[src/hw/rtl/immediate_and_bit_op_alu_macros.svh]
// ----------------------------------------------------------------------------
// immediate_and_bit_op_alu assertion macros
// Shared concurrent assertion forms for the immediate and bit-op ALU.
// ----------------------------------------------------------------------------
`ifndef IMMEDIATE_AND_BIT_OP_ALU_MACROS_SVH
`define IMMEDIATE_AND_BIT_OP_ALU_MACROS_SVH

// same-cycle implication, disabled while reset is held
`define IABA_ASSERT_NOW(label, clk, rst_n, ante, cons, msg) \
  label: assert property (@(posedge clk) disable iff (!rst_n) (ante) |-> (cons)) \
    else $error(msg);

// next-cycle implication, disabled while reset is held
`define IABA_ASSERT_NEXT(label, clk, rst_n, ante, cons, msg) \
  label: assert property (@(posedge clk) disable iff (!rst_n) (ante) |=> (cons)) \
    else $error(msg);

`endif

[src/hw/rtl/iaba_pkg.sv]
// ----------------------------------------------------------------------------
// iaba_pkg
// Types and constants for the immediate and bit-op ALU.
// ----------------------------------------------------------------------------
`default_nettype none

package iaba_pkg;

  // instruction codes
  typedef enum logic [3:0] {
    OP_OR      = 4'd0,
    OP_AND     = 4'd1,
    OP_SUB     = 4'd2,
    OP_ADD     = 4'd3,
    OP_EOR     = 4'd4,
    OP_CMP     = 4'd5,
    OP_OR_CCR  = 4'd6,
    OP_AND_CCR = 4'd7,
    OP_EOR_CCR = 4'd8,
    OP_OR_SR   = 4'd9,
    OP_AND_SR  = 4'd10,
    OP_EOR_SR  = 4'd11,
    OP_BTST    = 4'd12,
    OP_BCHG    = 4'd13,
    OP_BCLR    = 4'd14,
    OP_BSET    = 4'd15
  } opcode_t;

  // operand sizes (any other code is long)
  localparam logic [1:0] SIZE_BYTE = 2'd0;
  localparam logic [1:0] SIZE_WORD = 2'd1;

  // status register layout
  localparam int unsigned FLAG_C_BIT = 0;
  localparam int unsigned FLAG_V_BIT = 1;
  localparam int unsigned FLAG_Z_BIT = 2;
  localparam int unsigned FLAG_N_BIT = 3;
  localparam int unsigned FLAG_X_BIT = 4;
  localparam int unsigned FLAG_S_BIT = 13;

  localparam logic [15:0] CCR_MASK  = 16'h001F;
  localparam logic [15:0] SR_MASK   = 16'hF71F;
  localparam logic [15:0] SR_RESET  = 16'h2700;

  // bit number wrap for register and memory targets
  localparam logic [4:0] REG_BIT_MOD = 5'd31;
  localparam logic [4:0] MEM_BIT_MOD = 5'd7;

  // one input transaction
  typedef struct packed {
    opcode_t     opcode;
    logic [1:0]  size;
    logic [31:0] operand;
    logic [31:0] immediate;
    logic [7:0]  bit_number;
    logic        target_is_register;
  } item_t;

  // one result transaction
  typedef struct packed {
    logic [31:0] result_value;
    logic        write_back;
    logic [15:0] status_after;
    logic        privilege_violation;
    logic [15:0] changed_sr_bits;
  } result_t;

endpackage

`default_nettype wire

[src/hw/rtl/immediate_and_bit_op_alu.sv]
// Throughput: one transaction per cycle unless out_stall holds a full result
// register; the status register feedback closes within the single execute pass
// between the input and result registers.
// Reset: synchronous active-low rst_n clears both stage valids and loads the
// status register with 0x2700 (supervisor, interrupt mask 7).
// ----------------------------------------------------------------------------
// immediate_and_bit_op_alu
// Top level: input register, execute pass, result register and status register.
// ----------------------------------------------------------------------------
`default_nettype none

`include "immediate_and_bit_op_alu_macros.svh"

module immediate_and_bit_op_alu (
  input  wire logic        clk,
  input  wire logic        rst_n,
  // input channel
  input  wire logic        in_valid,
  output logic             in_stall,
  input  wire logic [3:0]  in_opcode,
  input  wire logic [1:0]  in_size,
  input  wire logic [31:0] in_operand,
  input  wire logic [31:0] in_immediate,
  input  wire logic [7:0]  in_bit_number,
  input  wire logic        in_target_is_register,
  // result channel
  output logic             out_valid,
  input  wire logic        out_stall,
  output logic [31:0]      out_result_value,
  output logic             out_write_back,
  output logic [15:0]      out_status_after,
  output logic             out_privilege_violation,
  output logic [15:0]      out_changed_sr_bits
);

  logic              s1_valid_r;
  iaba_pkg::item_t   s1_item_r;
  logic              out_valid_r;
  iaba_pkg::result_t out_res_r;
  logic [15:0]       status_r;
  logic [15:0]       status_nxt;
  iaba_pkg::result_t exec_res;
  logic              advance;
  logic              move;
  logic              in_take;

  // handshake control
  assign advance  = ~out_valid_r | ~out_stall;
  assign move     = s1_valid_r & advance;
  assign in_stall = s1_valid_r & ~advance;
  assign in_take  = in_valid & ~in_stall;

  // execute pass
  iaba_exec u_exec (
    .item (s1_item_r),
    .sr   (status_r),
    .res  (exec_res)
  );

  assign status_nxt = move ? exec_res.status_after : status_r;

  // control registers
  always_ff @(posedge clk) begin
    if (!rst_n) begin
      s1_valid_r  <= 1'b0;
      out_valid_r <= 1'b0;
      status_r    <= iaba_pkg::SR_RESET;
    end else begin
      if (in_take) begin
        s1_valid_r <= 1'b1;
      end else if (move) begin
        s1_valid_r <= 1'b0;
      end
      if (move) begin
        out_valid_r <= 1'b1;
      end else if (~out_stall) begin
        out_valid_r <= 1'b0;
      end
      status_r <= status_nxt;
    end
  end

  // payload registers
  always_ff @(posedge clk) begin
    if (in_take) begin
      s1_item_r.opcode             <= iaba_pkg::opcode_t'(in_opcode);
      s1_item_r.size               <= in_size;
      s1_item_r.operand            <= in_operand;
      s1_item_r.immediate          <= in_immediate;
      s1_item_r.bit_number         <= in_bit_number;
      s1_item_r.target_is_register <= in_target_is_register;
    end
    if (move) begin
      out_res_r <= exec_res;
    end
  end

  // result channel outputs
  assign out_valid               = out_valid_r;
  assign out_result_value        = out_res_r.result_value;
  assign out_write_back          = out_res_r.write_back;
  assign out_status_after        = out_res_r.status_after;
  assign out_privilege_violation = out_res_r.privilege_violation;
  assign out_changed_sr_bits     = out_res_r.changed_sr_bits;

  // checks
  `IABA_ASSERT_NEXT(a_sr_holds_when_idle, clk, rst_n, !move, $stable(status_r), "status changed without a transaction")
  `IABA_ASSERT_NEXT(a_priv_keeps_sr, clk, rst_n, move && exec_res.privilege_violation, status_r == $past(status_r), "refused sr form changed status")
  `IABA_ASSERT_NEXT(a_no_wb_keeps_value, clk, rst_n, move && !exec_res.write_back, out_res_r.result_value == $past(s1_item_r.operand), "result differs from operand without write back")
  `IABA_ASSERT_NOW(a_changed_needs_priv, clk, rst_n, out_valid_r && out_res_r.privilege_violation, out_res_r.changed_sr_bits == 16'd0, "refused sr form reported changed bits")
  `IABA_ASSERT_NOW(a_out_sr_matches, clk, rst_n, out_valid_r, out_res_r.status_after == status_r, "reported status differs from status register")

endmodule

`default_nettype wire

[src/hw/rtl/iaba_exec.sv]
// ----------------------------------------------------------------------------
// iaba_exec
// Single-pass execute logic: sized logic/arith ops, ccr/sr ops, bit ops.
// ----------------------------------------------------------------------------
`default_nettype none

module iaba_exec (
  input  wire iaba_pkg::item_t   item,
  input  wire logic [15:0]       sr,
  output iaba_pkg::result_t      res
);

  logic [31:0] msk;
  logic [31:0] sign;
  logic [31:0] a;
  logic [31:0] b;
  logic [32:0] sum;
  logic [32:0] diff;
  logic        add_c;
  logic [31:0] r_add;
  logic [31:0] r_sub;
  logic [31:0] r_log;
  logic        v_add;
  logic        v_sub;
  logic [15:0] ccr_imm;
  logic [15:0] sr_imm;
  logic [4:0]  bit_idx;
  logic [31:0] bit_msk;
  logic [31:0] bit_val;
  logic [31:0] bit_new;
  logic        bit_set;
  logic [15:0] sr_new;
  logic        supervisor;

  // sized zero and sign flags of a result
  function automatic logic [1:0] nz_of(input logic [31:0] r, input logic [31:0] m,
                                       input logic [31:0] s);
    nz_of = {|(r & s), ~|(r & m)};
  endfunction

  // operand size masks
  always_comb begin
    case (item.size)
      iaba_pkg::SIZE_BYTE: begin
        msk  = 32'h0000_00FF;
        sign = 32'h0000_0080;
      end
      iaba_pkg::SIZE_WORD: begin
        msk  = 32'h0000_FFFF;
        sign = 32'h0000_8000;
      end
      default: begin
        msk  = 32'hFFFF_FFFF;
        sign = 32'h8000_0000;
      end
    endcase
  end

  // add, subtract and logic datapath
  always_comb begin
    a    = item.operand & msk;
    b    = item.immediate & msk;
    sum  = {1'b0, a} + {1'b0, b};
    diff = {1'b0, a} - {1'b0, b};
    case (item.size)
      iaba_pkg::SIZE_BYTE: add_c = sum[8];
      iaba_pkg::SIZE_WORD: add_c = sum[16];
      default:             add_c = sum[32];
    endcase
    r_add = sum[31:0] & msk;
    r_sub = diff[31:0] & msk;
    case (item.opcode)
      iaba_pkg::OP_OR:  r_log = a | b;
      iaba_pkg::OP_AND: r_log = a & b;
      default:          r_log = a ^ b;
    endcase
    v_add = |((a ^ r_add) & (b ^ r_add) & sign);
    v_sub = |((a ^ b) & (a ^ r_sub) & sign);
  end

  // bit number select and bit update
  always_comb begin
    if (item.target_is_register) begin
      bit_idx = item.bit_number[4:0] & iaba_pkg::REG_BIT_MOD;
      bit_val = item.operand;
    end else begin
      bit_idx = item.bit_number[4:0] & iaba_pkg::MEM_BIT_MOD;
      bit_val = {24'd0, item.operand[7:0]};
    end
    bit_msk = 32'd1 << bit_idx;
    bit_set = |(bit_val & bit_msk);
    case (item.opcode)
      iaba_pkg::OP_BCHG: bit_new = bit_val ^ bit_msk;
      iaba_pkg::OP_BCLR: bit_new = bit_val & ~bit_msk;
      default:           bit_new = bit_val | bit_msk;
    endcase
  end

  // result and status selection
  always_comb begin
    ccr_imm    = item.immediate[15:0] & iaba_pkg::CCR_MASK;
    sr_imm     = item.immediate[15:0] & iaba_pkg::SR_MASK;
    supervisor = sr[iaba_pkg::FLAG_S_BIT];
    sr_new     = sr;
    res.result_value        = item.operand;
    res.write_back          = 1'b0;
    res.privilege_violation = 1'b0;
    res.changed_sr_bits     = 16'd0;
    case (item.opcode)
      iaba_pkg::OP_OR, iaba_pkg::OP_AND, iaba_pkg::OP_EOR: begin
        sr_new           = {sr[15:4], nz_of(r_log, msk, sign), 2'b00};
        res.write_back   = 1'b1;
        res.result_value = (item.operand & ~msk) | r_log;
      end
      iaba_pkg::OP_ADD: begin
        sr_new           = {sr[15:5], add_c, nz_of(r_add, msk, sign), v_add, add_c};
        res.write_back   = 1'b1;
        res.result_value = (item.operand & ~msk) | r_add;
      end
      iaba_pkg::OP_SUB: begin
        sr_new           = {sr[15:5], diff[32], nz_of(r_sub, msk, sign), v_sub, diff[32]};
        res.write_back   = 1'b1;
        res.result_value = (item.operand & ~msk) | r_sub;
      end
      iaba_pkg::OP_CMP: begin
        sr_new = {sr[15:4], nz_of(r_sub, msk, sign), v_sub, diff[32]};
      end
      iaba_pkg::OP_OR_CCR:  sr_new = sr | ccr_imm;
      iaba_pkg::OP_AND_CCR: sr_new = sr & (ccr_imm | ~iaba_pkg::CCR_MASK);
      iaba_pkg::OP_EOR_CCR: sr_new = sr ^ ccr_imm;
      iaba_pkg::OP_OR_SR, iaba_pkg::OP_AND_SR, iaba_pkg::OP_EOR_SR: begin
        if (supervisor) begin
          case (item.opcode)
            iaba_pkg::OP_OR_SR:  sr_new = sr | sr_imm;
            iaba_pkg::OP_AND_SR: sr_new = sr & sr_imm;
            default:             sr_new = sr ^ sr_imm;
          endcase
          res.changed_sr_bits = sr ^ sr_new;
        end else begin
          res.privilege_violation = 1'b1;
        end
      end
      iaba_pkg::OP_BTST: begin
        sr_new[iaba_pkg::FLAG_Z_BIT] = ~bit_set;
      end
      iaba_pkg::OP_BCHG, iaba_pkg::OP_BCLR, iaba_pkg::OP_BSET: begin
        sr_new[iaba_pkg::FLAG_Z_BIT] = ~bit_set;
        res.write_back = 1'b1;
        if (item.target_is_register) begin
          res.result_value = bit_new;
        end else begin
          res.result_value = {item.operand[31:8], bit_new[7:0]};
        end
      end
      default: begin
        sr_new = sr;
      end
    endcase
    res.status_after = sr_new;
  end

endmodule

`default_nettype wire

[config.mk]
export PLATFORM = sky130hd
export DESIGN_NAME = immediate_and_bit_op_alu
export DESIGN_NICKNAME = d
export VERILOG_FILES = /design/src/hw/rtl/iaba_pkg.sv /design/src/hw/rtl/immediate_and_bit_op_alu.sv /design/src/hw/rtl/iaba_exec.sv
export VERILOG_INCLUDE_DIRS = /design/src /design/src/hw/rtl
export SDC_FILE = /design/constraint.sdc
export NUM_CORES = 1
export LEC_CHECK = 0
export BUFFER_PORTS_ARGS = -buffer_cell sky130_fd_sc_hd__buf_4
export CORE_MARGIN = 4
export CORE_UTILIZATION = 40
export DETAILED_ROUTE_END_ITERATION = 8
export RECOVER_POWER = 50
export REMOVE_ABC_BUFFERS = 1
export SETUP_SLACK_MARGIN = 0.1
export SLEW_MARGIN = 20
export SYNTH_ARGS = -nofsm -noshare
export SYNTH_HDL_FRONTEND = slang
export SYNTH_SLANG_ARGS = --single-unit
[constraint.sdc]
create_clock -name clk -period 6.86 [get_ports clk]
set_clock_uncertainty 0.2 [all_clocks]
set_input_delay 1.029 -clock clk [delete_from_list [all_inputs] [get_ports clk]]
set_output_delay 1.029 -clock clk [all_outputs]
set_load 0.01 [all_outputs]
==> results.json <==
{
  "postRouteAntennaNets": 0,
  "clockBufferDepth": 2,
  "synth_top_cell_area_share_pct": 26.7,
  "crit_type": "flip-flop to flip-flop",
  "fin_ws_ns": 1.35,
  "portBuffers": 147,
  "drv_slew": 0,
  "synth-seq-cells": 160,
  "rsz0062_at_grt": "false",
  "viasPerCell": 6.11,
  "reg2reg_slack_ns": 1.35,
  "post-cts-setup-buffers": 0,
  "clock-sinks": 160,
  "row_count": 72,
  "required_ns": 6.99,
  "ir_drop_v": 0.000162,
  "dieWidth_um": 208,
  "synth_edf_count": 142,
  "root_buffer": "clkbuf_16",
  "avgSynthCellArea_um2": 8.27,
  "cap_violations": 0,
  "design_area_um2": 17900,
  "setup_viol": 0,
  "final_core_util_pct": 45.8,
  "hold_class": "flip-flop to flip-flop",
  "vias": 15559,
  "cp_slowest_cell": "a2111oi_0",
  "routed_wl_um": 61600,
  "numCtsBuffers": 17,
  "place_ws_ns": 1.47,
  "status": "completed",
  "post_cts_resized": 0,
  "synthFlopType": "edfxtp_1",
  "cellLeakagePower_nw": 7.71,
  "hold_viol": 0,
  "io_pins": 151,
  "clk_latency_ns": 0.47,
  "die_h_um": 208,
  "cts_tree": "yes",
  "grt_pass1_wl_um": 92200,
  "yosysTopAreaCell": "edfxtp_1",
  "routedWlPerCell_um": 24.2,
  "place.gp.congestion": 0.977,
  "critPathMaxFanout": 13,
  "yosysSeqAreaShare_pct": 29.0,
  "drive_above_1_share_pct": 8.82,
  "start_util_pct": 40.9,
  "tns_ns": 0,
  "ctsHoldBuffers": 0,
  "cp_cell_sequence": "buf_4, inv_1, nand2_1, buf_4, nand2_1, ha_1, and3_1, nand2_1, a211oi_1, nor2_1, xnor2_1, a211o_1, a2111oi_0, nand4b_1, nor4_2, or2_1",
  "powerDensity_nw_per_um2": 182,
  "h-tree-depth": 4,
  "grt_usage_pct": 27.5,
  "dpl-instance-area_um2": 17600,
  "cp_top_family": "simple AND/OR/NAND/NOR gates",
  "drc_errors": 0,
  "path_buf_inv": 3,
  "cp-end-kind": "flip-flop",
  "nets": 2321,
  "grt_max_degree": 74,
  "relSlewSlack_pct": 1.60,
  "n_fill_cell": 3881,
  "first_global_vias": 14989,
  "grt_overflow_total": 0,
  "grt_antenna_before_repair": 1,
  "drt_iter0_markers": 1629,
  "synthToLayoutAreaGrowth_pct": 12.0,
  "async_flop_share_pct": 0,
  "fin_crit_ns": 5.51,
  "cpMostUsedCell": "nand2_1",
  "synthTopCellsByArea": "edfxtp_1 (27%), ha_1 (17%), a21oi_1 (5.2%)",
  "ys_warn_count": 0,
  "clk_pin_slew_worst_paths_ns": 0.07,
  "fmax_ghz": 0.181,
  "start_kind": "flip-flop",
  "core_um2": 39000,
  "synthCells": 1929,
  "syn_area_um2": 16000,
  "worstPathArrival_ns": 5.64,
  "dp_hpwl_um": 46600,
  "firstDrtPassIters": 6,
  "antenna_cells": 0,
  "yosysUniqueCellTypes": 88,
  "slowest_delay_ns": 0.72,
  "fin_crit_sh_pct": 80.3,
  "fp.dieArea_um2": 43200,
  "tightest_slew_ns": 1.48
}
synthesized netlist by cell type (37+ instances only):
cell and count:
ha_1 219, nand2_1 200, inv_1 173, nor2_1 172
a21oi_1 167, edfxtp_1 142, o21ai_0 98, clkbuf_1 86
xnor2_1 50, and2_1 41, a221oi_1 40, o22ai_1 37
state kept, by name, summed over array words and instances (netlist names):
signal,cells
s1_item_r,76
out_result_value,32
out_changed_sr_bits,16
out_status_after,16
status_r,16
out_privilege_violation,1
out_valid,1
out_write_back,1
s1_valid_r,1
cells by family after synthesis:
logic type	after synthesis	synth area share, %
muxes	19	1.23
and+or+nand+nor	620	18.5
buffers and inverters	288	6.95
adders and majority gates	221	17.4
xor gates and xnor gates	54	3.01
AOI/OAI and AO/OA	567	23.9
DFF	160	29.0
report_power, final:
| part | internal [mW] | switching [mW] | leakage (nW) |
|---|---|---|---|
| Clock | 0.547 | 0.441 | 0.289 |
| Sequential | 1.13 | 0.0603 | 1.51 |
| Combinational | 0.373 | 0.698 | 5.91 |
| Total | 2.05 | 1.20 | 7.71 |
per-stage QoR:
step                      total power [mW]  hold slack (ns)  instances
after global routing                  3.41            0.301       2548
after floorplan                       1.88            0.235       1818
after CTS                             3.28            0.273       2547
after global placement                2.26            0.251       2515
final                                 3.25            0.274       2548
after detailed placement              2.27            0.251       2515
final timing paths:
| kind | to | depth (start not counted) | startpoint |
|---|---|---|---|
| max | out_status_after[2] | 16 | s1_item_r[73] |
| min | status_r[7] | 1 | status_r[7] |
| max reg2reg | out_status_after[2] | 16 | s1_item_r[73] |
| min reg2reg | status_r[7] | 1 | status_r[7] |
routing by layer:
metal	track usage, %	part of all wire [%]	vias up
met5	0	0.011	-
met4	10.1	3.7	2
met3	5.21	7.5	127
met2	44.7	46	751
met1	36.7	43	7534
li1	-	-	7145
area by class of cell:
type / instances / area, um^2 / share of cell area [%]
repair buffers: 180 / 1080 / 6.03
clock inverters: 15 / 173 / 0.966
inverters: 177 / 666 / 3.72
well taps: 518 / 648 / 3.62
multi-input cells: 1481 / 10300 / 57.4
flip-flops and latches: 160 / 4620 / 25.9
clock buffers: 17 / 425 / 2.38
cell usage in the layout (no fill, tap or decap), types with 23 or more instances in the layout:
master      n
nor2b_1    25
nand2b_1   25
xnor2_1    50
and2_1     41
ha_1      219
o21ai_0    98
nand2_1   200
o22ai_1    37
clkbuf_4   73
nor3_1     33
edfxtp_1  142
nor4_1     23
a221oi_1   40
nor2_1    172
clkbuf_1   73
nand3_1    27
buf_4      34
inv_1     172
a21oi_1   167
Power figures use the tool's default switching activity.
